**config.mk**
```make
export PLATFORM = sky130hd
export DESIGN_NAME = i2cm_rsp_reg
export DESIGN_NICKNAME = d
export VERILOG_FILES = /design/src/hw/rtl/i2cm_pkg.sv /design/src/hw/rtl/i2cm_rsp_reg.sv
export SDC_FILE = /design/constraint.sdc
export NUM_CORES = 1
export LEC_CHECK = 0
export ABC_CLOCK_PERIOD_IN_PS = 800
export BUFFER_PORTS_ARGS = -buffer_cell sky130_fd_sc_hd__buf_2
export CAP_MARGIN = 30
export CORE_UTILIZATION = 33
export DETAILED_ROUTE_END_ITERATION = 12
export GPL_ROUTABILITY_DRIVEN = 0
export GPL_TIMING_DRIVEN = 0
export PLACE_DENSITY = 0.78
export SETUP_SLACK_MARGIN = 0.4
export SLEW_MARGIN = 0
export SYNTH_ARGS = -nofsm -noshare
export SYNTH_HDL_FRONTEND = slang
export SYNTH_SLANG_ARGS = --single-unit
export TNS_END_PERCENT = 10
```
**constraint.sdc**
```tcl
create_clock -name clock -period 0.8 [get_ports clock]
set_clock_uncertainty 0.15 [all_clocks]
set_input_delay 0.08 -clock clock [delete_from_list [all_inputs] [get_ports clock]]
set_output_delay 0.08 -clock clock [all_outputs]
set_load 0.02 [all_outputs]
```
**src/hw/rtl/i2cm_pkg.sv**
```systemverilog
`timescale 1ns / 1ps

package i2cm_pkg;

   localparam int unsigned PhaseW    = 5;
   localparam int unsigned TickW     = 16;
   localparam int unsigned ByteW     = 8;
   localparam int unsigned OpW       = 3;
   localparam int unsigned CsrAddrW  = 3;
   localparam int unsigned CsrDataW  = 32;

   localparam logic [OpW-1:0] OP_IDLE  = 3'd0;
   localparam logic [OpW-1:0] OP_START = 3'd1;
   localparam logic [OpW-1:0] OP_STOP  = 3'd2;
   localparam logic [OpW-1:0] OP_WRITE = 3'd3;
   localparam logic [OpW-1:0] OP_READ  = 3'd4;
   localparam logic [OpW-1:0] OP_SACK  = 3'd5;
   localparam logic [OpW-1:0] OP_RACK  = 3'd6;

   localparam logic [PhaseW-1:0] PH_FINAL_STOP  = 5'd3;
   localparam logic [PhaseW-1:0] PH_FINAL_WRITE = 5'd17;
   localparam logic [PhaseW-1:0] PH_FINAL_READ  = 5'd16;
   localparam logic [PhaseW-1:0] PH_FINAL_SHORT = 5'd2;
   localparam logic [PhaseW-1:0] PH_ONE         = 5'd1;
   localparam logic [PhaseW-1:0] PH_TWO         = 5'd2;
   localparam logic [PhaseW-1:0] PH_BITS_END    = 5'd16;

   localparam logic [TickW-1:0] HALF_PERIOD_RESET = 16'd4;

   localparam logic [CsrAddrW-1:0] REG_HALF_PERIOD = 3'd0;

   typedef struct packed {
      logic [OpW-1:0]   op;
      logic [ByteW-1:0] data_byte;
      logic             ack_bit;
      logic             sda_in;
   } req_beat_type;

   typedef struct packed {
      logic             scl_level;
      logic             sda_level;
      logic             busy_res;
      logic             done_res;
      logic [ByteW-1:0] read_byte;
      logic             ack_seen;
      logic             cmd_rejected;
   } rsp_beat_type;

   function automatic logic [PhaseW-1:0] final_phase(input logic [OpW-1:0] cmd);
      logic [PhaseW-1:0] fp;
      case (cmd)
         OP_STOP:  fp = PH_FINAL_STOP;
         OP_WRITE: fp = PH_FINAL_WRITE;
         OP_READ:  fp = PH_FINAL_READ;
         default:  fp = PH_FINAL_SHORT;
      endcase
      return fp;
   endfunction

endpackage

```
**src/hw/rtl/i2cm_rsp_reg.sv**
```systemverilog
`timescale 1ns / 1ps

module i2cm_rsp_reg import i2cm_pkg::*; (
   input  logic         clock,
   input  logic         reset,
   input  logic         load,
   input  rsp_beat_type load_beat,
   input  logic         take,
   output logic         can_load,
   output logic         out_valid,
   output rsp_beat_type out_beat
);

   logic         valid_ff, valid_in;
   rsp_beat_type beat_ff, beat_in;

   assign can_load = !valid_ff || take;

   always_comb begin
      valid_in = valid_ff;
      beat_in  = beat_ff;
      if (load) begin
         valid_in = 1'b1;
         beat_in  = load_beat;
      end else if (take) begin
         valid_in = 1'b0;
      end
   end

   always_ff @(posedge clock) begin
      if (reset) begin
         valid_ff <= 1'b0;
      end else begin
         valid_ff <= valid_in;
      end
   end

   always_ff @(posedge clock) begin
      beat_ff <= beat_in;
   end

   assign out_valid = valid_ff;
   assign out_beat  = beat_ff;

endmodule

```
After elaboration in Yosys (flattened, before gate mapping)

Cells that the tools add are included.

Output and inout bits: 16
Input port bits: 18
Register bits: 15

Multiplexer cells: 2
Reductions and logical operators: 3

Operator list:

| kind               | number |
|---|---|
| 1-bit 2-to-1 mux   | 2 |
| 2-bit nonzero test | 1 |
| 1-bit logical NOT  | 1 |
| 1-bit logical OR   | 1 |

Logic depth before layout (Yosys ltp)

Word-level depth: 2
Depth in mapped cells: 2

Least setup slack after synthesis

OpenSTA, ideal clock, no wires.

Path type: register -> register
From: reg out_valid (netlist name)
To: reg valid_ff (netlist: out_valid)
Stages on the path, launching flop included: 3
Library setup time: 66 ps
Required time: 584 ps
Arrival time: 707 ps
Buffers on the path: 0
Slack: -124 ps
Cell sequence: dfxtp_1 nand2b_4 a21oi_2

RTL lines:

| item                 | RTL line           | RTL |
|---|---|---|
| to (signal assigned) | i2cm_rsp_reg.sv:34 | `valid_ff <= valid_in;` |
| to (decl)            | i2cm_rsp_reg.sv:14 | `logic valid_ff, valid_in;` |

Worst setup path after layout

From: reg beat_ff, in the netlist out_beat[4]
To: out out_beat[4] (netlist name)

RTL lines:

| item                   | RTL line           | RTL |
|---|---|---|
| from (decl)            | i2cm_rsp_reg.sv:15 | `rsp_beat_type beat_ff, beat_in;` |
| from (signal assigned) | i2cm_rsp_reg.sv:39 | `beat_ff <= beat_in;` |
| to (decl)              | i2cm_rsp_reg.sv:11 | `output rsp_beat_type out_beat` |

No word-level cell between the ends.

==> key figures <==
Placed design
  • Port Buffers: 33
  • Placed Area: 654 sq um
  • Post-placement cell count: 66

Critical path
  • Critical path's slowest cell: edfxtp_1
  • FF-to-FF Start: out_valid
  • Kind of critical path: flip-flop to output pin
  • Critical Path AT: 0.81 ns
  • Cells along the critical path: buf_2
  • Required @ worst endpoint: 0.57 ns
  • Crit path capture type: output pin
  • Crit path max-delay family: flip-flops
  • Startpoint Class: flip-flop
  • CP Buf/Inv Count: 1
  • Critical path startpoint: out_beat[4]
  • CP peak stage delay: 0.38 ns
  • Critical path fanouts, max: 1

GRT
  • Congestion Overflow GR: 0
  • Maximum number of pins on one net before global-route repair: 16
  • Vias in the first global route: 243
  • Gr usage total: 10.0%
  • Initial antenna violation count: 0
  • First-pass GRT wire length: 938 um

Hold path
  • Hold wc startpoint: reset
  • Worst Hold Class: input pin to flip-flop

Die
  • Chip height: 39.6 um
  • Area of the core: 1300 sq um
  • Initial core utilization: 35.9%
  • Die W: 39.6 um
  • Die area: 1570 sq um
  • Boundary Pins: 34
  • Row count: 13

Power
  • Total Power: 1560 uW
  • Peak supply drop: 1240 uV
  • PD cells: 2160 nW/um^2
  • Leakage: 0.000320 uW

STA
  • Slew Limit Fails: 0
  • Final setup fails: 17
  • Max_slew headroom: 92.5%
  • Final Hold Violating Endpoints: 29
  • Final WS setup: -0.243 ns
  • Unrepaired setup endpoints after global routing: true
  • Max Freq: 0.959 GHz
  • Worst-margin pin slew: 0.112 ns
  • Final min period: 1.04 ns
  • TNS Setup: -3.59 ns
  • Fin Hold WS: -0.187 ns
  • Tcrit/Tclk final: 130%

CTS
  • H-tree Lvls: 1
  • Max clock buf depth: 2
  • Total CTS buffers: 3
  • Clk sinks: 15
  • CTS Root Cell: clkbuf_4
  • Clk slew on worst S/H paths: 0.08 ns
  • CTS tree: built
  • Clock Latency Late Sink: 0.26 ns

Routing
  • Vias: 308
  • Pre-antenna DRT Iters: 2
  • Avg WL per Cell: 9.90 um
  • Post-route DRC: 0
  • Starting DRT DRC Count: 1
  • Final WL: 703 um
  • DRT antenna net count: 0
  • Vias/cell: 4.34

Synth
  • Post-synth top cells: edfxtp_1, a21oi_2, dfxtp_1, inv_1, nand2b_4
  • Mapped cell area: 467 sq um
  • Largest cells by area after synthesis: edfxtp_1, dfxtp_1, nand2b_4, a21oi_2, inv_1
  • Synth area leader: edfxtp_1
  • Warnings from Yosys: 0
  • Syn nets: 36
  • Share of Yosys cell area claimed by the top area cell type: 90.1%
  • Seq/Total Area, Yosys: 94.4%
  • Synthesized area per cell: 25.9 sq um
  • Cells after Synth: 18
  • Unique masters post-synth: 5
  • Synthesis-stage register bit count: 15
  • Async SR Flop Fraction: 0%
  • Post-synth EDFFs: 14
  • Ys flop type: edfxtp_1
  • Count leader, synth: edfxtp_1

Cells and area
  • Design area: 719 sq um
  • NumNets Final: 75
  • Layout cell share with drive strength beyond 1: 71.4%
  • Antenna cells: 0
  • Synth-to-layout area growth: 54.2%
  • FILL cells: 127
  • Final std cells w/o fill: 71
  • Util after Layout: 55.3%

Run status
  • Failing checks: hold timing, setup timing
  • Status: finished, violations left

Flow run
  • Max-cap violations: 0
[per-stage QoR]
step / setup slack (ns) / hold WS, ns
5_1_grt: -0.268 / -0.200
2_1_floorplan: 0.0155 / -0.0167
6_report: -0.243 / -0.187
3_5_place_dp: -0.0629 / 0.0889
4_1_cts: -0.256 / -0.202
3_3_place_gp: -0.0409 / 0.0812
[kinds of logic after synthesis]
group                  share of synthesized area (%)
AO/OA/AOI/OAI                                   1.88
buffers and inverters                          0.804
flip-flops                                      94.4
AND/OR/NAND/NOR                                 2.95
[power breakdown]
group          internal (uW)  switching [uW]
logic                   96.5             125
clock network            193             202
registers                922            17.4
[registers in the layout, indices dropped and copies added (netlist names)]
name,cells
out_beat,14
out_valid,1
[placed cells by master (no fill, tap or decap), drive strengths merged]
cell and instances:
edfxtp 14, nand2b 1, clkbuf 4, buf 34, dfxtp 1, a21oi 1
inv 1
[worst paths after layout]
check,depth (start not counted),to,slack (ns)
worst min register to register,3,out_valid,0.44
worst min-delay path,2,out_valid,-0.19
worst max register to register,3,out_valid,-0.06
worst max-delay path,1,out_beat[4],-0.24
[repair_timing]
item | 4_1_cts | 5_1_grt
cloned | 0 | 0
resized for setup | 6 | 4
setup endpoints to repair | 31 | 17
buffers inserted | 0 | 1
hold endpoints to repair | 29 | 29
[cell type report]
cell class	count	area [sq um]	share of cell area [%]
well taps	15	18.8	2.61
flip-flops and latches	15	444	61.7
multi-input cells	2	22.5	3.13
clock buffers	4	26.3	3.65
repair buffers	34	204	28.3
inverters	1	3.75	0.522
[per-layer routing]
| metal | vias to the layer above | part of all wire, % | track usage [%] |
|---|---|---|---|
| met5 | - | 0 | 0 |
| li1 | 144 | - | - |
| met3 | 0 | 12 | 5.68 |
| met4 | 0 | 0 | 5.17 |
| met1 | 143 | 34 | 8.49 |
| met2 | 21 | 53 | 18.0 |
Power figures use the tool's default switching activity.
