--- src/hw/rtl/i2cm_pkg.sv ---
`timescale 1ns / 1ps

package i2cm_pkg;

   localparam int unsigned PhaseW    = 5;
   localparam int unsigned TickW     = 16;
   localparam int unsigned ByteW     = 8;
   localparam int unsigned OpW       = 3;
   localparam int unsigned CsrAddrW  = 3;
   localparam int unsigned CsrDataW  = 32;

   localparam logic [OpW-1:0] OP_IDLE  = 3'd0;
   localparam logic [OpW-1:0] OP_START = 3'd1;
   localparam logic [OpW-1:0] OP_STOP  = 3'd2;
   localparam logic [OpW-1:0] OP_WRITE = 3'd3;
   localparam logic [OpW-1:0] OP_READ  = 3'd4;
   localparam logic [OpW-1:0] OP_SACK  = 3'd5;
   localparam logic [OpW-1:0] OP_RACK  = 3'd6;

   localparam logic [PhaseW-1:0] PH_FINAL_STOP  = 5'd3;
   localparam logic [PhaseW-1:0] PH_FINAL_WRITE = 5'd17;
   localparam logic [PhaseW-1:0] PH_FINAL_READ  = 5'd16;
   localparam logic [PhaseW-1:0] PH_FINAL_SHORT = 5'd2;
   localparam logic [PhaseW-1:0] PH_ONE         = 5'd1;
   localparam logic [PhaseW-1:0] PH_TWO         = 5'd2;
   localparam logic [PhaseW-1:0] PH_BITS_END    = 5'd16;

   localparam logic [TickW-1:0] HALF_PERIOD_RESET = 16'd4;

   localparam logic [CsrAddrW-1:0] REG_HALF_PERIOD = 3'd0;

   typedef struct packed {
      logic [OpW-1:0]   op;
      logic [ByteW-1:0] data_byte;
      logic             ack_bit;
      logic             sda_in;
   } req_beat_type;

   typedef struct packed {
      logic             scl_level;
      logic             sda_level;
      logic             busy_res;
      logic             done_res;
      logic [ByteW-1:0] read_byte;
      logic             ack_seen;
      logic             cmd_rejected;
   } rsp_beat_type;

   function automatic logic [PhaseW-1:0] final_phase(input logic [OpW-1:0] cmd);
      logic [PhaseW-1:0] fp;
      case (cmd)
         OP_STOP:  fp = PH_FINAL_STOP;
         OP_WRITE: fp = PH_FINAL_WRITE;
         OP_READ:  fp = PH_FINAL_READ;
         default:  fp = PH_FINAL_SHORT;
      endcase
      return fp;
   endfunction

endpackage

--- src/hw/rtl/i2cm_csr.sv ---
`timescale 1ns / 1ps

module i2cm_csr import i2cm_pkg::*; (
   input  logic                clock,
   input  logic                reset,
   input  logic                psel,
   input  logic                penable,
   input  logic                pwrite,
   input  logic [CsrAddrW-1:0] paddr,
   input  logic [CsrDataW-1:0] pwdata,
   output logic [CsrDataW-1:0] prdata,
   output logic                pready,
   output logic [TickW-1:0]    half_period
);

   logic [TickW-1:0] half_period_ff;
   logic [TickW-1:0] half_period_in;
   logic             wr_hit;

   assign pready = 1'b1;
   assign wr_hit = psel && penable && pwrite && (paddr[CsrAddrW-1] == REG_HALF_PERIOD[2]);

   always_comb begin
      half_period_in = half_period_ff;
      if (wr_hit) begin
         half_period_in = pwdata[TickW-1:0];
      end
   end

   always_ff @(posedge clock) begin
      if (reset) begin
         half_period_ff <= HALF_PERIOD_RESET;
      end else begin
         half_period_ff <= half_period_in;
      end
   end

   always_comb begin
      prdata = '0;
      if (paddr[CsrAddrW-1] == REG_HALF_PERIOD[2]) begin
         prdata = {{(CsrDataW-TickW){1'b0}}, half_period_ff};
      end
   end

   assign half_period = half_period_ff;

endmodule

--- config.mk ---
export PLATFORM = sky130hd
export DESIGN_NAME = i2cm_csr
export DESIGN_NICKNAME = d
export VERILOG_FILES = /design/src/hw/rtl/i2cm_pkg.sv /design/src/hw/rtl/i2cm_csr.sv
export SDC_FILE = /design/constraint.sdc
export NUM_CORES = 1
export LEC_CHECK = 0
export BUFFER_PORTS_ARGS = -buffer_cell sky130_fd_sc_hd__buf_2
export CAP_MARGIN = 0
export CORE_MARGIN = 1
export CORE_UTILIZATION = 40
export DETAILED_ROUTE_END_ITERATION = 8
export GPL_TIMING_DRIVEN = 1
export MAX_ROUTING_LAYER = met4
export PLACE_DENSITY = 0.86
export RECOVER_POWER = 100
export SLEW_MARGIN = 20
export SYNTH_ARGS = -nofsm -noshare
export SYNTH_HDL_FRONTEND = slang
export SYNTH_SLANG_ARGS = --single-unit
--- constraint.sdc ---
create_clock -name clock -period 2.8 [get_ports clock]
set_input_delay 0.56 -clock clock [delete_from_list [all_inputs] [get_ports clock]]
set_output_delay 0.56 -clock clock [all_outputs]
set_load 0.01 [all_outputs]
* After elaboration in Yosys (flattened, before gate mapping)
Index checks and enable logic that the tools add are counted.
** Storage, ports and cells
- Flip-flop bits (word level) :: 16
- Output and inout port bits :: 49
- Logic and storage cells :: 6
** Operators by class
- Mux-type cells :: 1
- Bitwise operators :: 1
- Reductions and logical operators :: 3
** Operators by type and width (number)
- 16-bit two-way mux :: 1
- 1-bit logical AND :: 3
- 1-bit NOT :: 1

* Logic depth before layout (Yosys ltp)
Gate-level depths: netlist of the first run.
- Word-level depth :: 3
- Mapped depth :: 4
- Depth with buffers taken out :: 2

* Worst setup path after synthesis of the first run
Ideal clock, no wire load.
- Path kind :: in2out
- From :: input port paddr[2]
- To :: output port prdata[10]
- Arrival time :: 0.944 ns
- Required time :: 2.240 ns
- Setup slack :: 1.296 ns
- Cell stages on the path :: 2
- Buffers on the path :: 1
- Path through :: clkbuf_1 -> nor2b_1
** Between the ends
- Word-level cells in the longest chain between the ends :: 1
** Ends and longest elaborated chain
- from (decl) :: RTL line i2cm_csr.sv:9 : input logic [CsrAddrW-1:0] paddr,
- 16-bit two-way mux :: RTL line i2cm_csr.sv:40 : if (paddr[CsrAddrW-1] == REG_HALF_PERIOD[2]) begin
- to (decl) :: RTL line i2cm_csr.sv:11 : output logic [CsrDataW-1:0] prdata,
Every way passes these cells.

* Final worst setup path of the first run
- From :: input port paddr[2]
- To :: register half_period_ff[1] (netlist: half_period[1])
** Between the ends
- Word-level cells in the longest chain between the ends :: 2
** Ends and longest elaborated chain
- 1-bit NOT
- 1-bit logical AND :: RTL line i2cm_csr.sv:21 : assign wr_hit = psel && penable && pwrite && (paddr[CsrAddrW-1] == REG_HALF_PERIOD[2]);
- to (signal assigned) :: RTL line i2cm_csr.sv:34 : half_period_ff <= half_period_in;
- to (decl) :: RTL line i2cm_csr.sv:16 : logic [TickW-1:0] half_period_ff;
Every way passes these cells.
A chain may end at the register's enable or synchronous reset.

==> results of run 1 <==
final timing paths:
kind,from,end,cells after the start
max,paddr[2],half_period[1]$_SDFFE_PP0P_,4
min,half_period[9]$_SDFFE_PP0P_,half_period[9]$_SDFFE_PP0P_,2
max reg2reg,half_period[2]$_SDFFE_PP1P_,half_period[2]$_SDFFE_PP1P_,2
min reg2reg,half_period[9]$_SDFFE_PP0P_,half_period[9]$_SDFFE_PP0P_,2
kinds of logic (layout without fill, tap and decap cells):
kind of cell	Yosys count	after routing	synth area share, %
simple gates	49	49	32.61
buf+inv	23	57	17.71
mux	16	16	16.31
flops	16	16	32.61
other cells	2	17	0.7646
power breakdown:
group,switching (mW),internal (mW)
logic,0.0374,0.0304
registers,0.00357,0.232
clock network,0.0720,0.0499
per-stage QoR:
step	hold slack [ns]	total power, mW
after global placement	0.4638	0.3088
after global routing	0.5103	0.4474
after CTS	0.4920	0.4318
final	0.4873	0.4258
after floorplan	0.5002	0.3036
after detailed placement	0.4755	0.3122
worst register-to-register path: cells and delay by family, from the launching register on:
kind,cells,cell delay [ns]
flops,1,0.33
mux,1,0.08
simple gates,1,0.10
layer usage:
layer	up-vias	wire, um	share of wire (%)	GRT usage (%)
li1	394	-	-	-
met1	381	768	39	13.51
met2	40	1047	53	29.00
met3	4	104	5.3	1.754
met4	0	38	1.9	8.108
met5	-	0	0	-
area by class of cell:
cell class	count	area share [%]
multi-input combinational	82	47.33
tap	28	3.047
sequential	16	27.86
clock buffer	3	1.959
timing repair buffer	54	19.80
placed cells by master, fill, tap and decap left out:
master    netlist  routed
nor2_1          2       2
clkbuf_1        4      34
and4b_1         1       1
clkbuf_4        0       3
conb_1          2      17
dfxtp_1        16      16
nor2b_1        10      10
and2b_2         6       6
nand2b_1       30      30
buf_2           0      20
mux2i_1        16      16
==> summary.txt, run 1 <==
Finish
  • Layout area overhead: 17.07%
  • Design Area, Final: ~1100 um^2
  • N_diodes: 0
  • Fill cell count: 241
  • Util after Layout: 51.00%
  • Nets: 197
  • Combined flip-flop and latch cell area: approximately 320 um^2
  • Multi-input gate area in the final layout: roughly 540 um^2
  • Non-filler cells, final: 183
  • Fraction of layout cells with a size suffix above 1: a little under a fifth
  • Max reg flops: 16

Worst setup path
  • Crit path max fanout: 17
  • Most Frequent Cell on Critical Path: clkbuf_1
  • CP max stage delay: 0.82 ns
  • Crit path cell chain: clkbuf_1, and4b_1, clkbuf_1, mux2i_1
  • Startpoint Class: input port
  • Buf/Inv on CP: 2
  • Reg2reg setup slack: 2.14 ns
  • Critical path's slowest cell: clkbuf_1
  • Critical Path Sink Type: register
  • Kind of critical path: in -> reg
  • Worst path required time: 3.00 ns
  • Arrival @ worst endpoint: 2.32 ns
  • Crit path max-delay family: buffers and inverters

Drt
  • DRT iter0 DRCs: 4
  • DRC viols: 0
  • WL/cell: 10.70 um
  • DR vias/cell: 4.475
  • Detailed Routing Iterations Pass 1: 2
  • Post-Route WL: around 2000 um
  • Via count: 819
  • Post-route ant nets: 0

GRT
  • Global-route wire length before repair: 2760 um
  • GRT overflow: 0
  • Vias in the first global route: 658
  • Initial antenna violation count: 0
  • Pin count of the biggest net entering global routing: 33
  • Gr usage total: between 10 and 15%

Clock network
  • H-tree levels: 1
  • Post-CTS sizing: 0
  • CTS sink cnt: 16
  • Root Buffer: clkbuf_4
  • CTS tree: done
  • Worst-Skew Late Latency: 0.28 ns
  • Num CTS Buffers: 3
  • CTS Buffer Depth: 2
  • Post-CTS setup buffer count: 0
  • Hold_buf cts: 0
  • Clk slew on worst S/H paths: roughly 0.090 ns

Timing
  • Fmax: 471.9 MHz
  • Min Tclk post-route: roughly 2.1 ns
  • Setup ws final: 0.6810 ns
  • Fin crit share: 75.68%
  • Worst-margin pin slew: about 1.1 ns
  • Final Max Tran Viols: 0
  • Relative slew slack: between 20% and 30%
  • Sum Neg Setup Slack: 0 ns
  • RSZ-0062 raised after global routing: no
  • Hold Vio Cnt, Final: 0
  • Setup Skew: 0 ns
  • Final setup viols: 0

Place
  • Final GP Congestion: 0.5785
  • I/O Buffers: 53
  • Post-DP Area: 1172 um^2
  • Dpl cells: 180
  • Setup WS pre-CTS: 1.005 ns
  • DP HPWL: 1490 um

Synth
  • Synth area leader: dfxtp_1
  • Number of synthesized flops with an enable pin: 0
  • Mapped Cells: 106
  • Area contributors post-synth: dfxtp_1 33%, nand2b_1 19%, mux2i_1 16%
  • Synthesis warning total: 0
  • Distinct cells, synth: 12
  • Number of synthesized register bits: 16
  • Ys flop type: dfxtp_1
  • Avg Cell Area, Syn: around 9 um^2
  • Most frequent cell after synthesis: nand2b_1
  • Most frequent cells after synthesis: 30 x nand2b_1, 17 x buf_4, 16 x dfxtp_1, 16 x mux2i_1, 10 x nor2b_1
  • Post-synthesis sequential area ratio: 32.61%
  • Synth top area share: 32.61%
  • Synthesized cell area: 982.2 um^2
  • Post-synth ARST share: 0%

Floorplanning
  • Die area: roughly 2700 um^2
  • Initial core utilization: between 40% and 50%
  • Die Ht: approximately 52 um
  • Core ar.: 2255 um^2
  • Row count: 17
  • Ports: 89
  • Die X: just over 50 um

Min path
  • Type of the worst min-delay path: reg -> reg

Flow run
  • Maxcap violations: 0

Power
  • PwrDens: between 300 and 400 nW/um^2
  • Pleak: 0.4757 nW
  • Worst VDD drop: 0.1892 mV

Run status
  • Run status: finished clean
(Power assumes the default switching activity.)
==> run 2: changes to the inputs <==
--- a/config.mk
+++ b/config.mk
@@ -5,14 +5,15 @@
 export SDC_FILE = /design/constraint.sdc
 export NUM_CORES = 1
 export LEC_CHECK = 0
+export ABC_AREA = 1
 export BUFFER_PORTS_ARGS = -buffer_cell sky130_fd_sc_hd__buf_2
 export CAP_MARGIN = 0
 export CORE_MARGIN = 1
-export CORE_UTILIZATION = 40
+export CORE_UTILIZATION = 38
 export DETAILED_ROUTE_END_ITERATION = 8
 export GPL_TIMING_DRIVEN = 1
 export MAX_ROUTING_LAYER = met4
-export PLACE_DENSITY = 0.86
+export PLACE_DENSITY = 0.81
 export RECOVER_POWER = 100
 export SLEW_MARGIN = 20
 export SYNTH_ARGS = -nofsm -noshare
==> constraint.sdc (replaced) <==
create_clock -name clock -period 2.1 [get_ports clock]
set_input_delay 0.42 -clock clock [delete_from_list [all_inputs] [get_ports clock]]
set_output_delay 0.42 -clock clock [all_outputs]
set_load 0.01 [all_outputs]
==> summary.txt, run 2 <==
Run status
  • Run status: finished clean

Flow run
  • Maxcap violations: 0

Clock network
  • Root Buffer: clkbuf_4
  • CTS tree: done
  • Post-CTS sizing: 0
  • Num CTS Buffers: 3
  • CTS Buffer Depth: 2
  • Hold_buf cts: 0
  • H-tree levels: 1
  • Post-CTS setup buffer count: 0
  • CTS sink cnt: 16
  • Clk slew on worst S/H paths: ~0.10 ns
  • Worst-Skew Late Latency: 0.28 ns

Place
  • Final GP Congestion: 0.6594
  • DP HPWL: 1462 um
  • Dpl cells: 234
  • I/O Buffers: 53

Worst setup path
  • Critical Path Start: paddr[2]
  • Kind of critical path: in -> reg
  • Crit path max fanout: 18
  • Worst path required time: 2.29 ns
  • Arrival @ worst endpoint: 1.74 ns
  • Reg2reg setup slack: 1.48 ns
  • Critical Path Sink Type: register
  • R2r startpoint: half_period[9]$_SDFFE_PP0P_
  • R2R depth: 2
  • Startpoint Class: input port
  • R2R Path End: half_period[9]$_SDFFE_PP0P_

Drt
  • Detailed Routing Iterations Pass 1: 4
  • WL/cell: between 8 and 9 um
  • DRC viols: 0
  • DRT iter0 DRCs: 5
  • Post-route ant nets: 0
  • WL met2: around 1000 um
  • M1 wire length: a little over 900 um
  • Uppermost routed layer: met4
  • Via count: 956
  • Post-Route WL: 2036 um
  • DR vias/cell: 4.017
  • DR WL met3: 136 um

Synth
  • Ys flop type: dfxtp_1
  • Synth top area share: 30.48%
  • Number of synthesized register bits: 16
  • Mapped Cells: 159
  • Most frequent cell after synthesis: inv_1
  • Synth area leader: dfxtp_1
  • Distinct cells, synth: 20
  • Area contributors post-synth: dfxtp_1 30%, buf_4 13%, inv_1 12%
  • Most frequent cells after synthesis: 33 x inv_1, 28 x nor2_1, 18 x buf_4, 18 x nor2_2
  • Post-synthesis sequential area ratio: 30.48%
  • Post-synth ARST share: 0%
  • Synthesized cell area: 1051 um^2
  • Number of synthesized flops with an enable pin: 0
  • Synthesis warning total: 0
  • Avg Cell Area, Syn: between 6 and 7 um^2

Timing
  • Hold Vio Cnt, Final: 0
  • Worst-margin pin slew: about 0.97 ns
  • Fin crit share: 73.58%
  • Fmax: ~650 MHz
  • Final Max Tran Viols: 0
  • Setup Skew: 0 ns
  • Final setup viols: 0
  • Min Tclk post-route: roughly 1.5 ns
  • Sum Neg Setup Slack: 0 ns
  • Relative slew slack: 35.17%
  • RSZ-0062 raised after global routing: no

Finish
  • Most common cell after layout, fill and taps aside: inv_1
  • Max reg flops: 16
  • N_diodes: 0
  • Nets: 249
  • Fill cell count: 299
  • Fraction of layout cells with a size suffix above 1: 22.60%
  • Commonest cells after routing, fill and taps aside: 33 x inv_1, 32 x clkbuf_1, 30 x nor2_1
  • Layout area overhead: 15.83%
  • Non-filler cells, final: approximately 240

Min path
  • Type of the worst min-delay path: in -> reg
  • Hold Path End: half_period[2]$_SDFFE_PP1P_
  • HP Start: pwdata[2]
  • Hold depth: 3

GRT
  • Vias in the first global route: 711
  • Gr usage total: about 15%
  • Pin count of the biggest net entering global routing: 19
  • Initial antenna violation count: 0
  • Global-route wire length before repair: 3098 um
  • GRT overflow: 0

Floorplanning
  • Ports: 89
  • Die area: 2980 um^2
  • Core ar.: roughly 2500 um^2
  • Die X: 54.59 um
  • Row count: 18
  • Die Ht: between 50 and 60 um
  • Initial core utilization: 41.30%

Power
  • Worst VDD drop: 0.2727 mV
  • PwrDens: 532.9 nW/um^2
  • Pleak: 0.6204 nW
[run 2: changes by cell type after synthesis, moves of 10 or more]
cell,delta
nor2b_1,-10
nand2_1,+16
inv_1,+33
nand3_1,+16
nand2b_1,-30
nor2_2,+18
mux2i_1,-16
nor2_1,+26
[run 2: per-layer routing]
metal	vias up	global-route usage [%]
li1	516	-
met1	397	17.44
met2	41	25.30
met3	2	2.500
met4	0	6.410
met5	-	-
[run 2: layout make-up]
| cell class | count | area, um^2 | area share, % |
|---|---|---|---|
| Multi-Input combinational cell | 100 | 465.4 | 38.23 |
| Sequential cell | 16 | 320.3 | 26.31 |
| Timing Repair Buffer | 53 | 225.2 | 18.50 |
| Inverter | 35 | 132.6 | 10.89 |
| Tap cell | 30 | 37.54 | 3.083 |
| Clock buffer | 4 | 36.28 | 2.980 |
[run 2: power by group]
| part | internal, mW | switching (mW) | total [mW] |
|---|---|---|---|
| Combinational | 0.0421 | 0.0813 | 0.123 |
| Clock | 0.105 | 0.0978 | 0.203 |
| Sequential | 0.314 | 0.00818 | 0.322 |
| Total | 0.461 | 0.187 | 0.649 |
[run 2: cell families after synthesis]
logic type | Yosys count | share of synthesized area, %
other | 2 | 0.7146
AND/OR/NAND/NOR | 82 | 38.69
buffers and inverters | 58 | 29.64
AO/OA/AOI/OAI | 1 | 0.4757
flip-flops | 16 | 30.48
[run 2: worst max path at each step]
| stage | to |
|---|---|
| global placement | prdata[0] |
| floorplan | prdata[10] |
| global route | half_period[9]$_SDFFE_PP0P_ |
| CTS | prdata[9] |
| detailed placement | prdata[9] |
| finish | half_period[5]$_SDFFE_PP0P_ |
[run 2: per-stage QoR]
step	power (mW)	hold slack [ns]	utilization [%]	worst slack (ns)	area, um^2
after floorplan	0.4435	0.5111	-	0.7558	1107
after global placement	0.4580	0.4853	48.38	0.6731	1231
after detailed placement	0.4600	0.4888	48.38	0.6764	1231
after CTS	0.6667	0.3386	49.80	0.6751	1267
after global routing	0.6969	0.3463	47.84	0.3888	1217
final	0.6488	0.3462	47.84	0.5548	1217
[run 2: critical path: stages]
cell	delay, ns
buf_2	0.21
nor2_1	0.78
nand3_1	0.16
nand2_1	0.12
nor2_2	0.04
==> run 3: changes to the inputs <==
==> constraint.sdc (replaced) <==
create_clock -name clock -period 1.6 [get_ports clock]
set_input_delay 0.32 -clock clock [delete_from_list [all_inputs] [get_ports clock]]
set_output_delay 0.32 -clock clock [all_outputs]
set_load 0.01 [all_outputs]
==> summary.txt, run 3 (synthesized netlist as in run 2, its figures left out) <==
Run status
  • Run status: finished clean

Place
  • I/O Buffers: 53
  • DP HPWL: 1477 um
  • Dpl cells: between 200 and 250
  • Final GP Congestion: 0.6622

Finish
  • Commonest cells after routing, fill and taps aside: 33 x inv_1, 32 x clkbuf_1, 28 x nor2_1
  • Fraction of layout cells with a size suffix above 1: 23.56%
  • Fill cell count: 300
  • Most common cell after layout, fill and taps aside: inv_1
  • Non-filler cells, final: ~240
  • Layout area overhead: 15.48%
  • Max reg flops: 16
  • Nets: 249
  • N_diodes: 0

Power
  • Clock power frac: 31.2%
  • Pint: around 610 uW
  • PwrDens: 701.0 nW/um^2
  • Pleak: 0.6066 nW
  • Switching Power: about 250 uW
  • Sw Share: 28.80%
  • Total power: 850.8 uW
  • Sequential share of power: 49.7%
  • Gate power share: approximately a fifth
  • Worst VDD drop: 0.3049 mV

GRT
  • Gr usage total: 14.94%
  • Vias in the first global route: 713
  • GRT overflow: 0
  • Pin count of the biggest net entering global routing: 19
  • Global-route wire length before repair: 3070 um
  • Initial antenna violation count: 0

Clock network
  • Num CTS Buffers: 3
  • Root Buffer: clkbuf_4
  • CTS sink cnt: 16
  • H-tree levels: 1
  • CTS tree: done
  • Hold_buf cts: 0
  • CTS Buffer Depth: 2
  • Worst-Skew Late Latency: 0.28 ns
  • Post-CTS sizing: 0
  • Post-CTS setup buffer count: 0
  • Clk slew on worst S/H paths: 0.10 ns

Drt
  • Post-Route WL: 2082 um
  • Via count: 982
  • DRT iter0 DRCs: 15
  • Post-route ant nets: 0
  • Detailed Routing Iterations Pass 1: 4
  • DR vias/cell: 4.126
  • WL/cell: 8.748 um
  • DRC viols: 0

Timing
  • Sum Neg Setup Slack: 0 ns
  • RSZ-0062 raised after global routing: no
  • Setup Skew: 0 ns
  • Hold Vio Cnt, Final: 0
  • Fin crit share: 80.37%
  • Relative slew slack: 59.69%
  • Hold slack: 0.2501 ns
  • Min Tclk post-route: 1.286 ns
  • Final setup viols: 0
  • Fmax: 777.6 MHz
  • Worst-margin pin slew: 0.6040 ns
  • Final Max Tran Viols: 0

Worst setup path
  • Reg2reg setup slack: 0.99 ns
  • Kind of critical path: reg -> out
  • R2R Path End: half_period[8]$_SDFFE_PP0P_
  • R2R depth: 2
  • Worst path required time: 1.28 ns
  • Critical Path Sink Type: output pin
  • Crit path max fanout: 3
  • Arrival @ worst endpoint: between 0.9 and 1 ns
  • R2r startpoint: half_period[8]$_SDFFE_PP0P_
  • Startpoint Class: register

Floorplanning
  • Die Ht: 54.59 um
  • Die area: 2980 um^2
  • Core ar.: between 2000 and 3000 um^2
  • Row count: 18
  • Ports: 89
  • Die X: 54.59 um
  • Initial core utilization: 41.30%

Min path
  • HP Start: pwdata[2]
  • Hold depth: 3
  • Hold Path End: half_period[2]$_SDFFE_PP1P_
  • Type of the worst min-delay path: in -> reg

Flow run
  • Maxcap violations: 0
run 3: cell types whose count changed in the layout (fill, tap and decap cells not counted), sizes merged:
| cell | previous run | this run |
|---|---|---|
| clkinvlp | 1 | 0 |
| clkinv | 0 | 1 |
| buf | 21 | 20 |
| clkbuf | 36 | 37 |
run 3: worst max path at each step:
stage	start	to	slack [ns]	cells after the start
2_1_floorplan	paddr[2]	prdata[10]	0.46	3
3_3_place_gp	paddr[2]	half_period[5]$_SDFFE_PP0P_	0.31	5
3_5_place_dp	paddr[2]	half_period[9]$_SDFFE_PP0P_	0.31	5
4_1_cts	half_period[0]$_SDFFE_PP0P_	prdata[0]	0.35	3
5_1_grt	paddr[2]	half_period[5]$_SDFFE_PP0P_	0.19	5
6_report	half_period[9]$_SDFFE_PP0P_	prdata[9]	0.31	3
run 3: critical path, stage by stage, from the launching register on:
cell and delay [ns]:
dfxtp_1 0.37, inv_1 0.05, nor2_1 0.09, clkbuf_1 0.17
run 3: routing by layer:
| metal | vias up | track usage, % | routed length [um] |
|---|---|---|---|
| met4 | 0 | 6.410 | 13 |
| met5 | - | - | 0 |
| met3 | 2 | 2.500 | 147 |
| li1 | 517 | - | - |
| met2 | 43 | 25.10 | 991 |
| met1 | 420 | 17.30 | 930 |
run 3: final cells by class:
class                      instances  area, um^2  area share (%)
clock buffer                       4       36.28           2.990
inverter                          35       132.6           10.93
multi-input combinational        100       461.7           38.04
sequential                        16       320.3           26.39
tap                               30       37.54           3.093
timing repair buffer              53       225.2           18.56
run 3: metrics by stage:
step,util [%],worst slack [ns],instance area (um^2)
finish,47.69,0.3140,1214
floorplan,-,0.4558,1107
global placement,48.38,0.3064,1231
CTS,49.80,0.3512,1267
global route,47.69,0.1863,1214
detailed placement,48.38,0.3089,1231
run 3: power by group through the flow:
stage | clock [mW] | combinational, mW | sequential, mW
after detailed placement | 0 | 0.172 | 0.432
after global placement | 0 | 0.170 | 0.432
after floorplan | 0 | 0.144 | 0.438
after CTS | 0.277 | 0.173 | 0.423
after global routing | 0.304 | 0.187 | 0.426
final | 0.265 | 0.163 | 0.423
