### src/hw/rtl/i2cm_pkg.sv
`timescale 1ns / 1ps

package i2cm_pkg;

   localparam int unsigned PhaseW    = 5;
   localparam int unsigned TickW     = 16;
   localparam int unsigned ByteW     = 8;
   localparam int unsigned OpW       = 3;
   localparam int unsigned CsrAddrW  = 3;
   localparam int unsigned CsrDataW  = 32;

   localparam logic [OpW-1:0] OP_IDLE  = 3'd0;
   localparam logic [OpW-1:0] OP_START = 3'd1;
   localparam logic [OpW-1:0] OP_STOP  = 3'd2;
   localparam logic [OpW-1:0] OP_WRITE = 3'd3;
   localparam logic [OpW-1:0] OP_READ  = 3'd4;
   localparam logic [OpW-1:0] OP_SACK  = 3'd5;
   localparam logic [OpW-1:0] OP_RACK  = 3'd6;

   localparam logic [PhaseW-1:0] PH_FINAL_STOP  = 5'd3;
   localparam logic [PhaseW-1:0] PH_FINAL_WRITE = 5'd17;
   localparam logic [PhaseW-1:0] PH_FINAL_READ  = 5'd16;
   localparam logic [PhaseW-1:0] PH_FINAL_SHORT = 5'd2;
   localparam logic [PhaseW-1:0] PH_ONE         = 5'd1;
   localparam logic [PhaseW-1:0] PH_TWO         = 5'd2;
   localparam logic [PhaseW-1:0] PH_BITS_END    = 5'd16;

   localparam logic [TickW-1:0] HALF_PERIOD_RESET = 16'd4;

   localparam logic [CsrAddrW-1:0] REG_HALF_PERIOD = 3'd0;

   typedef struct packed {
      logic [OpW-1:0]   op;
      logic [ByteW-1:0] data_byte;
      logic             ack_bit;
      logic             sda_in;
   } req_beat_type;

   typedef struct packed {
      logic             scl_level;
      logic             sda_level;
      logic             busy_res;
      logic             done_res;
      logic [ByteW-1:0] read_byte;
      logic             ack_seen;
      logic             cmd_rejected;
   } rsp_beat_type;

   function automatic logic [PhaseW-1:0] final_phase(input logic [OpW-1:0] cmd);
      logic [PhaseW-1:0] fp;
      case (cmd)
         OP_STOP:  fp = PH_FINAL_STOP;
         OP_WRITE: fp = PH_FINAL_WRITE;
         OP_READ:  fp = PH_FINAL_READ;
         default:  fp = PH_FINAL_SHORT;
      endcase
      return fp;
   endfunction

endpackage

### src/hw/rtl/i2cm_seq.sv
`timescale 1ns / 1ps

module i2cm_seq import i2cm_pkg::*; (
   input  logic             clock,
   input  logic             reset,
   input  logic             accept,
   input  req_beat_type     req_beat,
   input  logic [TickW-1:0] half_period,
   output rsp_beat_type     rsp_beat
);

   logic [PhaseW-1:0] phase_ff, phase_in;
   logic [TickW-1:0]  tick_count_ff, tick_count_in;
   logic [ByteW-1:0]  shift_ff, shift_in;
   logic [OpW-1:0]    active_cmd_ff, active_cmd_in;
   logic              scl_drv_ff, scl_drv_in;
   logic              sda_drv_ff, sda_drv_in;
   logic              busy_ff, busy_in;
   logic              ack_ff, ack_in;

   logic [TickW-1:0]  hp;
   logic [TickW-1:0]  tick_inc;
   logic [PhaseW-1:0] next_phase;

   assign hp         = (half_period == '0) ? {{(TickW-1){1'b0}}, 1'b1} : half_period;
   assign tick_inc   = tick_count_ff + {{(TickW-1){1'b0}}, 1'b1};
   assign next_phase = phase_ff + PH_ONE;

   always_comb begin
      phase_in      = phase_ff;
      tick_count_in = tick_count_ff;
      shift_in      = shift_ff;
      active_cmd_in = active_cmd_ff;
      scl_drv_in    = scl_drv_ff;
      sda_drv_in    = sda_drv_ff;
      busy_in       = busy_ff;
      ack_in        = ack_ff;
      rsp_beat      = '0;

      if (busy_ff) begin
         rsp_beat.cmd_rejected = (req_beat.op != OP_IDLE);
         tick_count_in = tick_inc;
         if (tick_inc >= hp) begin
            tick_count_in = '0;
            phase_in      = next_phase;
            if (next_phase >= final_phase(active_cmd_ff)) begin
               scl_drv_in = 1'b0;
               if (active_cmd_ff == OP_WRITE) begin
                  sda_drv_in = 1'b0;
               end
               busy_in           = 1'b0;
               rsp_beat.done_res = 1'b1;
               if (active_cmd_ff == OP_READ) begin
                  rsp_beat.read_byte = shift_ff;
               end
               if (active_cmd_ff == OP_RACK) begin
                  rsp_beat.ack_seen = ack_ff;
               end
               active_cmd_in = OP_IDLE;
               phase_in      = '0;
            end else begin
               case (active_cmd_ff)
                  OP_START: begin
                     if (next_phase == PH_ONE) sda_drv_in = 1'b0;
                  end
                  OP_STOP: begin
                     if (next_phase == PH_ONE) scl_drv_in = 1'b1;
                     else if (next_phase == PH_TWO) sda_drv_in = 1'b1;
                  end
                  OP_WRITE: begin
                     if (next_phase < PH_BITS_END) begin
                        if (!next_phase[0]) begin
                           scl_drv_in = 1'b0;
                           sda_drv_in = shift_ff[ByteW-1];
                           shift_in   = {shift_ff[ByteW-2:0], 1'b0};
                        end else begin
                           scl_drv_in = 1'b1;
                        end
                     end
                  end
                  OP_READ: begin
                     if (!next_phase[0]) begin
                        scl_drv_in = 1'b0;
                        sda_drv_in = 1'b1;
                     end else begin
                        scl_drv_in = 1'b1;
                        shift_in   = {shift_ff[ByteW-2:0], req_beat.sda_in};
                     end
                  end
                  OP_SACK: begin
                     if (next_phase == PH_ONE) scl_drv_in = 1'b1;
                  end
                  default: begin
                     if (next_phase == PH_ONE) begin
                        scl_drv_in = 1'b1;
                        ack_in     = req_beat.sda_in;
                     end
                  end
               endcase
            end
         end
      end else if (req_beat.op inside {[OP_START:OP_RACK]}) begin
         active_cmd_in = req_beat.op;
         phase_in      = '0;
         tick_count_in = '0;
         busy_in       = 1'b1;
         case (req_beat.op)
            OP_START: begin
               scl_drv_in = 1'b1;
               sda_drv_in = 1'b1;
            end
            OP_STOP: begin
               scl_drv_in = 1'b0;
               sda_drv_in = 1'b0;
            end
            OP_WRITE: begin
               scl_drv_in = 1'b0;
               sda_drv_in = req_beat.data_byte[ByteW-1];
               shift_in   = {req_beat.data_byte[ByteW-2:0], 1'b0};
            end
            OP_READ: begin
               shift_in   = '0;
               scl_drv_in = 1'b0;
               sda_drv_in = 1'b1;
            end
            OP_SACK: begin
               scl_drv_in = 1'b0;
               sda_drv_in = req_beat.ack_bit;
            end
            default: begin
               scl_drv_in = 1'b0;
               sda_drv_in = 1'b1;
            end
         endcase
      end

      rsp_beat.scl_level = scl_drv_in;
      rsp_beat.sda_level = sda_drv_in;
      rsp_beat.busy_res  = busy_in;
   end

   always_ff @(posedge clock) begin
      if (reset) begin
         phase_ff      <= '0;
         tick_count_ff <= '0;
         shift_ff      <= '0;
         active_cmd_ff <= OP_IDLE;
         scl_drv_ff    <= 1'b1;
         sda_drv_ff    <= 1'b1;
         busy_ff       <= 1'b0;
         ack_ff        <= 1'b0;
      end else if (accept) begin
         phase_ff      <= phase_in;
         tick_count_ff <= tick_count_in;
         shift_ff      <= shift_in;
         active_cmd_ff <= active_cmd_in;
         scl_drv_ff    <= scl_drv_in;
         sda_drv_ff    <= sda_drv_in;
         busy_ff       <= busy_in;
         ack_ff        <= ack_in;
      end
   end

endmodule

### config.mk
export PLATFORM = sky130hd
export DESIGN_NAME = i2cm_seq
export DESIGN_NICKNAME = d
export VERILOG_FILES = /design/src/hw/rtl/i2cm_pkg.sv /design/src/hw/rtl/i2cm_seq.sv
export SDC_FILE = /design/constraint.sdc
export NUM_CORES = 1
export LEC_CHECK = 0
export BUFFER_PORTS_ARGS = -buffer_cell sky130_fd_sc_hd__buf_2
export CORE_ASPECT_RATIO = 1.5
export CORE_MARGIN = 8
export CORE_UTILIZATION = 45
export DETAILED_ROUTE_END_ITERATION = 8
export GPL_TIMING_DRIVEN = 0
export PLACE_DENSITY = 0.73
export SYNTH_ARGS = -nofsm -noshare
export SYNTH_HDL_FRONTEND = slang
export SYNTH_SLANG_ARGS = --single-unit
### constraint.sdc
create_clock -name clock -period 5.09 [get_ports clock]
set_input_delay 1.527 -clock clock [delete_from_list [all_inputs] [get_ports clock]]
set_output_delay 1.527 -clock clock [all_outputs]
set_load 0.01 [all_outputs]
Word level (Yosys, flattened, before mapping)
Cells that the tools add are included.
W data, S select, Z words.
{"block": "op_classes", "n_mux": 55, "n_addsub": 2, "magnitude_cmp": 5, "bitwise_logic": 2, "n_reduce_logical": 11, "n_eq_ne": 20}
{"op": "$mux W16", "n": 4}
{"op": "$mux W8", "n": 8}
{"op": "$pmux W8 S2", "n": 2}
{"op": "$mux W5", "n": 6}
{"op": "$mux W1", "n": 24}
{"op": "$mux W10", "n": 2}
{"op": "$add A16 B1 Y16 const B", "n": 1}
{"op": "$ge A16 B16 Y1", "n": 1}
{"op": "$logic_not A16 Y1", "n": 1}
{"op": "$eq A3 B3 Y1 const B", "n": 5}
{"op": "$pmux W5 S3", "n": 1}
{"op": "$eq A3 B2 Y1 const B", "n": 4}
{"op": "$mux W3", "n": 4}
{"op": "$mux W11", "n": 1}
{"op": "$reduce_and A9 Y1", "n": 1}
{"op": "$eq A3 B1 Y1 const B", "n": 2}
{"op": "$ne A3 B3 Y1 const B", "n": 2}
{"op": "$pmux W1 S3", "n": 2}
{"op": "$reduce_and A6 Y1", "n": 1}
{"op": "$reduce_bool A3 Y1", "n": 2}
{"op": "$add A5 B1 Y5 const B", "n": 1}
{"op": "$eq A5 B1 Y1 const B", "n": 1}
{"op": "$eq A5 B2 Y1 const B", "n": 1}
{"op": "$ge A5 B5 Y1", "n": 1}
{"op": "other kinds (15)", "n": 17}
{"block": "totals", "word_cells": 103, "register_bits": 36, "out_inout_bits": 14, "inputBits": 32}

Logic depth before layout (Yosys ltp)
Gate-level depths: netlist of run 1.
{"block": "depth", "word_depth": 9, "ltp_mapped": 14, "depth_no_buf": 13}

Worst setup path after synthesis of run 1
Ideal clock, no wire load.
{"block": "synth_path", "path_kind": "input to output", "startpoint": "in half_period[8]", "endpoint": "out rsp_beat[13] (netlist bit)", "n_path_buf": 1, "path_stages": 11, "arrival_time_ps": 3576, "t_required_ps": 3563, "path_slack_ps": -13, "path_cell_list": "nor4_1 > a41o_1 > ha_1 > nor2_1 > a21oi_1 > o41a_1 > o21ai_4 > a21oi_2 > nor3b_2 > a211o_1 > buf_4"}
{"block": "synth_via", "elab_chain_cells": 5}
{"item": "from (decl)", "line": "i2cm_seq.sv:8", "rtl": "input logic [TickW-1:0] half_period,"}
{"item": "$logic_not A16 Y1", "line": "i2cm_seq.sv:25", "rtl": "assign hp = (half_period == '0) ? {{(TickW-1){1'b0}}, 1'b1} : half_period;"}
{"item": "$mux W16 (*)", "line": "i2cm_seq.sv:25"}
{"item": "$ge A16 B16 Y1 (*)", "line": "i2cm_seq.sv:43", "rtl": "if (tick_inc >= hp) begin"}
{"item": "$mux W1 (*)", "line": "i2cm_seq.sv:43"}
{"item": "$mux W1 (*)", "line": "i2cm_seq.sv:40", "rtl": "if (busy_ff) begin"}
{"item": "to (decl)", "line": "i2cm_seq.sv:9", "rtl": "output rsp_beat_type rsp_beat"}
Mark *: on every way between the ends. The rest lies on a longest branch, timed or not.

Final worst setup path of run 1
{"block": "layout_path", "startpoint": "in half_period[11]", "endpoint": "out rsp_beat[13] (netlist bit)"}
The elaborated chain is that of the path after synthesis.

==> impl_results.md, run 1 <==
- Die X: about 82 um
- Failing checks: setup timing
- Detail Route Antenna Nets: 0
- First-pass GRT wire length: roughly 12 mm
- Fmax achieved: 186 MHz
- Net Switching: 212 uW
- Drt initial violations: about 120
- GR Overflow Total: 0
- Critical Path Source: half_period[11]
- Worst path max stage delay: between 0.3 and 0.4 ns
- Clock power frac: about a third
- Final worst path period share: 105%
- Worst slew pin tran: approximately 0.65 ns
- N_diodes: 0
- Sequential share of power: between 40 and 50%
- GP Congestion: about 0.87
- Vias: ~2800
- HP Class: reg2reg
- Post-route insts no fill: 490
- Comb pwr share: between 20% and 30%
- Sw Share: 31.2%
- WP data required: 3.56 ns
- Net Count, Synth: 413
- Crit-path max FO: 5
- Power density cells: 191 mW/mm2
- # nets final: 468
- Largest net degree at the start of global routing: 12
- Hold_buf cts: 0
- Final WL: ~7.5 mm
- Clk_skew: ~0.0072 ns
- WP data arrival: approximately 3.8 ns
- CTS tree: built
- Die area: 0.00945 mm2
- Tmin final: between 5 and 6 ns
- RSZ-0062 raised after global routing: true
- CTS max path bufs: 2
- Share of layout cells above drive strength 1: approximately 28%
- WL/cell: 15.3 um
- Reg2reg start: tick_count_ff[2]
- CP Class: in2out
- Row count: 36
- Vias per cell: approximately 5.7
- Final setup viols: 13
- Pre-CTS setup slack: -0.665 ns
- Fin. max-slew vios: 0
- Clock-pin slew on the worst setup and hold paths: roughly 0.08 ns
- Synth Warn #: 0
- Yosys cell types: 67
- Num Clock Sinks: 36
- Number of flops mapped to enable cells by yosys: 0
- Int Pwr: ~470 uW
- Commonest non-fill, non-tap cells in the layout: dfxtp_1, buf_2, a21oi_1, nand2_1, inv_1
- Worst Path Buf+Inv: 2
- Top_reg_cell synth: dfxtp_1
- Core ar.: about 0.0064 mm2
- H-tree depth: 2
- Setup crit end kind: output port
- Vias in the first global route: 2820
- Port Buffer Count: between 40 and 50
- CTS Buf Count: 5
- Status: complete, but fails checks
- DRC violations left: 0
- Leak Pwr: 0.00158 uW
- Worst skew pair latency: approximately 0.3 ns
- Post-Syn Instances: ~360
- Flops & latches, synth: 36
- Seq/Total Area, Yosys: between 20% and 30%
- Setup TNS: -2.42 ns
- Die height: 115 um
- Max_slew headroom: between 50% and 60%
- Mean Syn Cell Area: around 8.2 um2
- Crit-path cells: buf_6, nor4_4, a41o_1, ha_1, nor2_1, a21oi_1, o41a_1, o21ai_4, a21oi_2, nor3b_2, a211o_1, buf_6
- # fillers: around 600
- Ports: between 40 and 50
- Placed cell count: about 480
- Family with the most delay on the worst path: compound AO/OA/AOI/OAI gates
- Area Overhead vs Synth: 20.9%
- Critical hold path startpoint: ack_ff
- Crit-path slowest cell: o41a_1
- Max-cap violations: 0
- PnR worst setup slack: -0.278 ns
- Gr usage total: between 10% and 20%
- Initial antenna violation count: 0
- Synthesized area: about 0.0029 mm2
- Peak supply drop: 0.138 mV
- Initial Utilization: 45.7%
- Most common cell after layout, fill and taps aside: dfxtp_1
- Ys async rst share: 0%
- CP Launch Type: input pin
- Most used cell, CP: buf_6
- Clk Tree Root Cell: clkbuf_8
- Final Hold Fails: 0
- DRT Pass-1 Iters: 4
- Estimated wirelength of the detail-placed design: just under 6 mm
- Pwr Total: 679 uW
[cells by family after synthesis]
group | after synthesis | synth area share, %
xor gates and xnor gates | 11 | 3.91
AOI/OAI and AO/OA | 107 | 28.8
and+or+nand+nor | 134 | 24.7
DFF | 36 | 24.5
adders and majority gates | 23 | 9.77
buffers and inverters | 44 | 7.18
muxes | 3 | 1.19
[power groups by stage]
stage	registers, uW	clock network, uW	logic [uW]
after floorplan	304	0	112
after global placement	307	0	152
after detailed placement	308	0	154
after CTS	301	222	159
after global routing	303	233	178
final	302	216	161
[routing by layer]
metal | share of wire, % | wire [um] | track usage, %
met4 | 1.8 | 138 | 7.41
met5 | 0 | 0 | 0
met3 | 3.6 | 268 | 3.21
met2 | 54 | 4030 | 29.8
met1 | 41 | 3050 | 17.4
[cells in the mapped netlist (all sizes together) (3+ instances only)]
cell type	number	area (um2)
dfxtp	36	721
a21oi	34	204
nand2	29	111
inv	25	93.8
nor2	25	96.4
ha	23	288
o21ai	16	98.9
and2	14	92.6
buf	12	91.3
nand3	11	60.1
a21o	9	67.6
a311oi	9	123
a32o	9	90.1
nor2b	8	50.1
nor3	8	40.0
a22oi	7	52.6
and3	7	48.8
clkbuf	7	26.3
nand2b	7	43.8
xor2	6	52.6
xnor2	5	62.6
a22o	4	35.0
nand4	4	25.0
nor4	4	25.0
or2	4	25.0
a211o	3	26.3
a211oi	3	27.5
nor3b	3	27.5
[worst min-delay path, delay by kind of cell (launching register included)]
kind	cells	cell delay, ns
mux	1	0.06
simple gates	1	0.06
flops	1	0.31
[metrics by stage]
step | hold slack, ns | util (%) | instance area [um2]
finish | 0.482 | 55.3 | 3560
global placement | 0.451 | 50.6 | 3260
global route | 0.512 | 55.3 | 3560
detailed placement | 0.473 | 50.6 | 3260
floorplan | 0.442 | - | 2950
CTS | 0.485 | 53.6 | 3450
[timing repair]
| action | CTS | global route |
|---|---|---|
| pin swaps | 11 | 13 |
| hold endpoints to repair | 0 | 0 |
| gates resized for setup | 12 | 23 |
| setup buffers | 6 | 1 |
| setup endpoints to repair | 13 | 13 |
| cloned | 0 | 0 |
[final cells by class]
class,count,area [um2],area share [%]
Inverter,25,93.8,2.63
Multi-Input combinational cell,278,2100,59.1
Clock buffer,6,82.6,2.32
Timing Repair Buffer,50,353,9.91
Clock inverter,2,10.0,0.281
Sequential cell,36,721,20.2
Buffer,17,103,2.88
Tap cell,76,95.1,2.67
[state kept, by name, summed over array words and instances (netlist names)]
name / count
tick_count_ff: 16
ack_ff: 1
phase_ff: 5
shift_ff: 8
active_cmd_ff: 3
sda_drv_ff: 1
scl_drv_ff: 1
busy_ff: 1
[worst paths after layout]
kind | end | slack, ns | cells after the start
min | ack_ff | 0.48 | 2
max | rsp_beat[13] | -0.28 | 12
max reg2reg | shift_ff[6] | 1.64 | 15
min reg2reg | ack_ff | 0.48 | 2
Note: power is estimated with default switching activity, not from simulation.
==> run 2: changes to the inputs <==
--- a/config.mk
+++ b/config.mk
@@ -5,6 +5,7 @@
 export SDC_FILE = /design/constraint.sdc
 export NUM_CORES = 1
 export LEC_CHECK = 0
+export ABC_AREA = 1
 export BUFFER_PORTS_ARGS = -buffer_cell sky130_fd_sc_hd__buf_2
 export CORE_ASPECT_RATIO = 1.5
 export CORE_MARGIN = 8
==> constraint.sdc (replaced) <==
create_clock -name clock -period 5.09 [get_ports clock]
set_input_delay 1.527 -clock clock [delete_from_list [all_inputs] [get_ports clock]]
set_output_delay 1.527 -clock clock [all_outputs]
set_load 0.02 [all_outputs]
==> run 2 against run 1 <==
Against the previous run: via count rose by 6.3%; wire length rose by 0.76%; the run now ends clean; power rose by 5.0%; critical endpoint unchanged; global-route usage rose by 0.73 points.
==> impl_results.md, run 2 <==
- Initial Utilization: 46.3%
- Max_slew headroom: between 40% and 50%
- Estimated wirelength of the detail-placed design: between 5 and 6 mm
- Most numerous cell in the Yosys netlist: nand2_1
- Critical Path Source: half_period[12]
- Port Buffer Count: 45
- Area Overhead vs Synth: 22.0%
- Largest family of logic cells by synthesized area: simple AND/OR/NAND/NOR gates
- Max-cap violations: 0
- Fmax achieved: 200 MHz
- Net Count, Synth: around 480
- Fin. max-slew vios: 0
- Post-Syn Instances: approximately 430
- Vias in the first global route: between 3000 and 4000
- CP Class: in2out
- # nets final: 541
- Die height: 113 um
- Ports: 46
- Synth Area in XOR/XNOR: 4.63%
- DRT Pass-1 Iters: 4
- Yosys cell types: 37
- H-tree depth: 2
- Worst skew pair latency: between 0.2 and 0.3 ns
- RSZ-0062 raised after global routing: true
- Drt initial violations: around 120
- DRC violations left: 0
- Mean Syn Cell Area: roughly 6.7 um2
- Final instance area: around 0.0035 mm2
- Die area: a little over 0.009 mm2
- Setup crit end kind: output port
- Core ar.: 0.00613 mm2
- Clk_skew: 0.00527 ns
- WL/cell: roughly 13 um
- GP Congestion: ~0.90
- Yosys top cell by area: dfxtp_1
- Vias per cell: 5.28
- Largest net degree at the start of global routing: 13
- Detail Route Antenna Nets: 0
- Final WL: roughly 7.5 mm
- WP data required: 3.56 ns
- Pwr Total: about 710 uW
- Peak supply drop: between 0.1 and 0.15 mV
- Final Hold Fails: 0
- Reg2reg start: tick_count_ff[0]
- Post-synthesis mux area share: 0%
- Largest registers: tick_count_ff: 16 flops, shift_ff: 8 flops, phase_ff: 5 flops
- Top reg by flops: tick_count_ff
- Commonest non-fill, non-tap cells in the layout: nand2_1, inv_1, nor2_1, buf_2, dfxtp_1
- CP Launch Type: input pin
- CTS max path bufs: 2
- Vias: approximately 3000
- Clock-pin slew on the worst setup and hold paths: about 0.070 ns
- WP data arrival: between 3 and 4 ns
- CTS tree: built
- Synth Area in Simple Gates: 33.2%
- Gr usage total: approximately 17%
- Clk Tree Root Cell: clkbuf_8
- Final worst path period share: between 90% and 100%
- Crit-path max FO: 5
- Final setup viols: 0
- Top_reg_cell synth: dfxtp_1
- Largest cells by area after synthesis: dfxtp_1, nand2_1, ha_1
- Worst slew pin tran: approximately 0.8 ns
- Seq/Total Area, Yosys: 25.4%
- Max reg flops: 16
- Cell Area, Placed: around 0.0032 mm2
- First-pass GRT wire length: approximately 13 mm
- Synth Area in Compound Gates: approximately 15%
- Synthesized area: between 0.002 and 0.003 mm2
- HP Class: reg2reg
- Tmin final: between 4 and 5 ns
- Num Clock Sinks: 36
- Flops & latches, synth: 36
- GR Overflow Total: 0
- Power density cells: slightly above 200 mW/mm2
- Most common cell after layout, fill and taps aside: nand2_1
- Adder-cell share of the synthesized area: between 10 and 15%
- Synth Warn #: 0
- Number of flops mapped to enable cells by yosys: 0
- Initial antenna violation count: 0
- N_diodes: 0
- Post-synth top area share: 25.4%
- Critical hold path startpoint: ack_ff
- CTS Buf Count: 5
- Row count: 35
- Ys async rst share: 0%
- Die X: 80.9 um
- Synth top cells by count: nand2_1, inv_1, nor2_1
- Leak Pwr: 0.00170 uW
- Status: finished clean
- Hold_buf cts: 0
- Share of layout cells above drive strength 1: roughly 24%
run 2: cell types whose count changed in the layout (fill, tap and decap cells not counted), sizes merged, moves of 9 or more:
cell    previous run  this run
nand2             29        90
inv               25        65
nor2              25        56
and2              14         0
o21ai             16        30
nand3             11        23
a21oi             34        23
a21o               9         0
a311oi             9         0
a32o               9         0
run 2: critical path, stage by stage:
cell	delay, ns
buf_8	0.10
nor4_4	0.33
a41o_1	0.22
ha_2	0.17
inv_2	0.03
a21oi_2	0.12
o21ai_1	0.09
nand2_1	0.08
nand2_2	0.06
nand2_2	0.08
nand3_4	0.10
buf_4	0.16
o21ai_2	0.04
nand2_1	0.06
nand2_1	0.08
nand2_2	0.07
buf_6	0.14
run 2: final cells by class:
| type | instances | area [um2] |
|---|---|---|
| well taps | 74 | 92.6 |
| multi-input cells | 313 | 1900 |
| repair buffers | 54 | 330 |
| clock inverters | 3 | 42.5 |
| clock buffers | 5 | 68.8 |
| plain buffers | 9 | 43.8 |
| inverters | 67 | 262 |
| fillers | 595 | 2670 |
| flip-flops and latches | 36 | 722 |
run 2: per-stage QoR:
| step | TNS (ns) | std cells | util (%) | setup WS (ns) | hold WS [ns] |
|---|---|---|---|---|---|
| final | 0 | 561 | 56.5 | 0.0988 | 0.450 |
| after global routing | -0.131 | 561 | 56.5 | -0.0615 | 0.491 |
| after CTS | 0 | 557 | 54.3 | 0.00102 | 0.450 |
| after detailed placement | -2.50 | 546 | 51.5 | -0.503 | 0.439 |
| after global placement | -2.72 | 546 | 51.5 | -0.525 | 0.435 |
| after floorplan | 0 | 427 | - | 0.202 | 0.423 |
run 2: cell families after synthesis:
| kind of cell | after synthesis |
|---|---|
| DFF | 36 |
| buffers and inverters | 78 |
| AOI/OAI and AO/OA | 75 |
| adders and majority gates | 23 |
| xor gates and xnor gates | 15 |
| and+or+nand+nor | 200 |
run 2: repair_timing:
action / in CTS / in global routing
endpoints found under the setup margin: 13 / 13
setup buffers: 3 / 6
pin swaps: 3 / 15
gates resized for setup: 6 / 35
run 2: report_power, final:
group	switching, uW	internal [uW]	total (uW)	leakage [uW]
logic	98.6	58.0	157	0.00136
registers	10.5	290	301	0.000293
clock network	111	145	256	0.0000541
run 2: routing by layer:
metal  vias up  part of all wire (%)  global-route usage [%]
li1       1519                     -                       -
met1      1340                    41                    18.0
met2        83                    51                    30.5
met3        22                   4.9                    3.73
met4         0                   3.0                    8.74
met5         -                     0                       0
run 2: path summary, 6_finish.rpt:
path                                endpoint  slack (ns)  depth (start not counted)
worst min-delay path                  ack_ff        0.45                          2
worst max register to register   shift_ff[5]        1.71                         20
worst min register to register        ack_ff        0.45                          2
worst max-delay path            rsp_beat[13]         0.1                         17
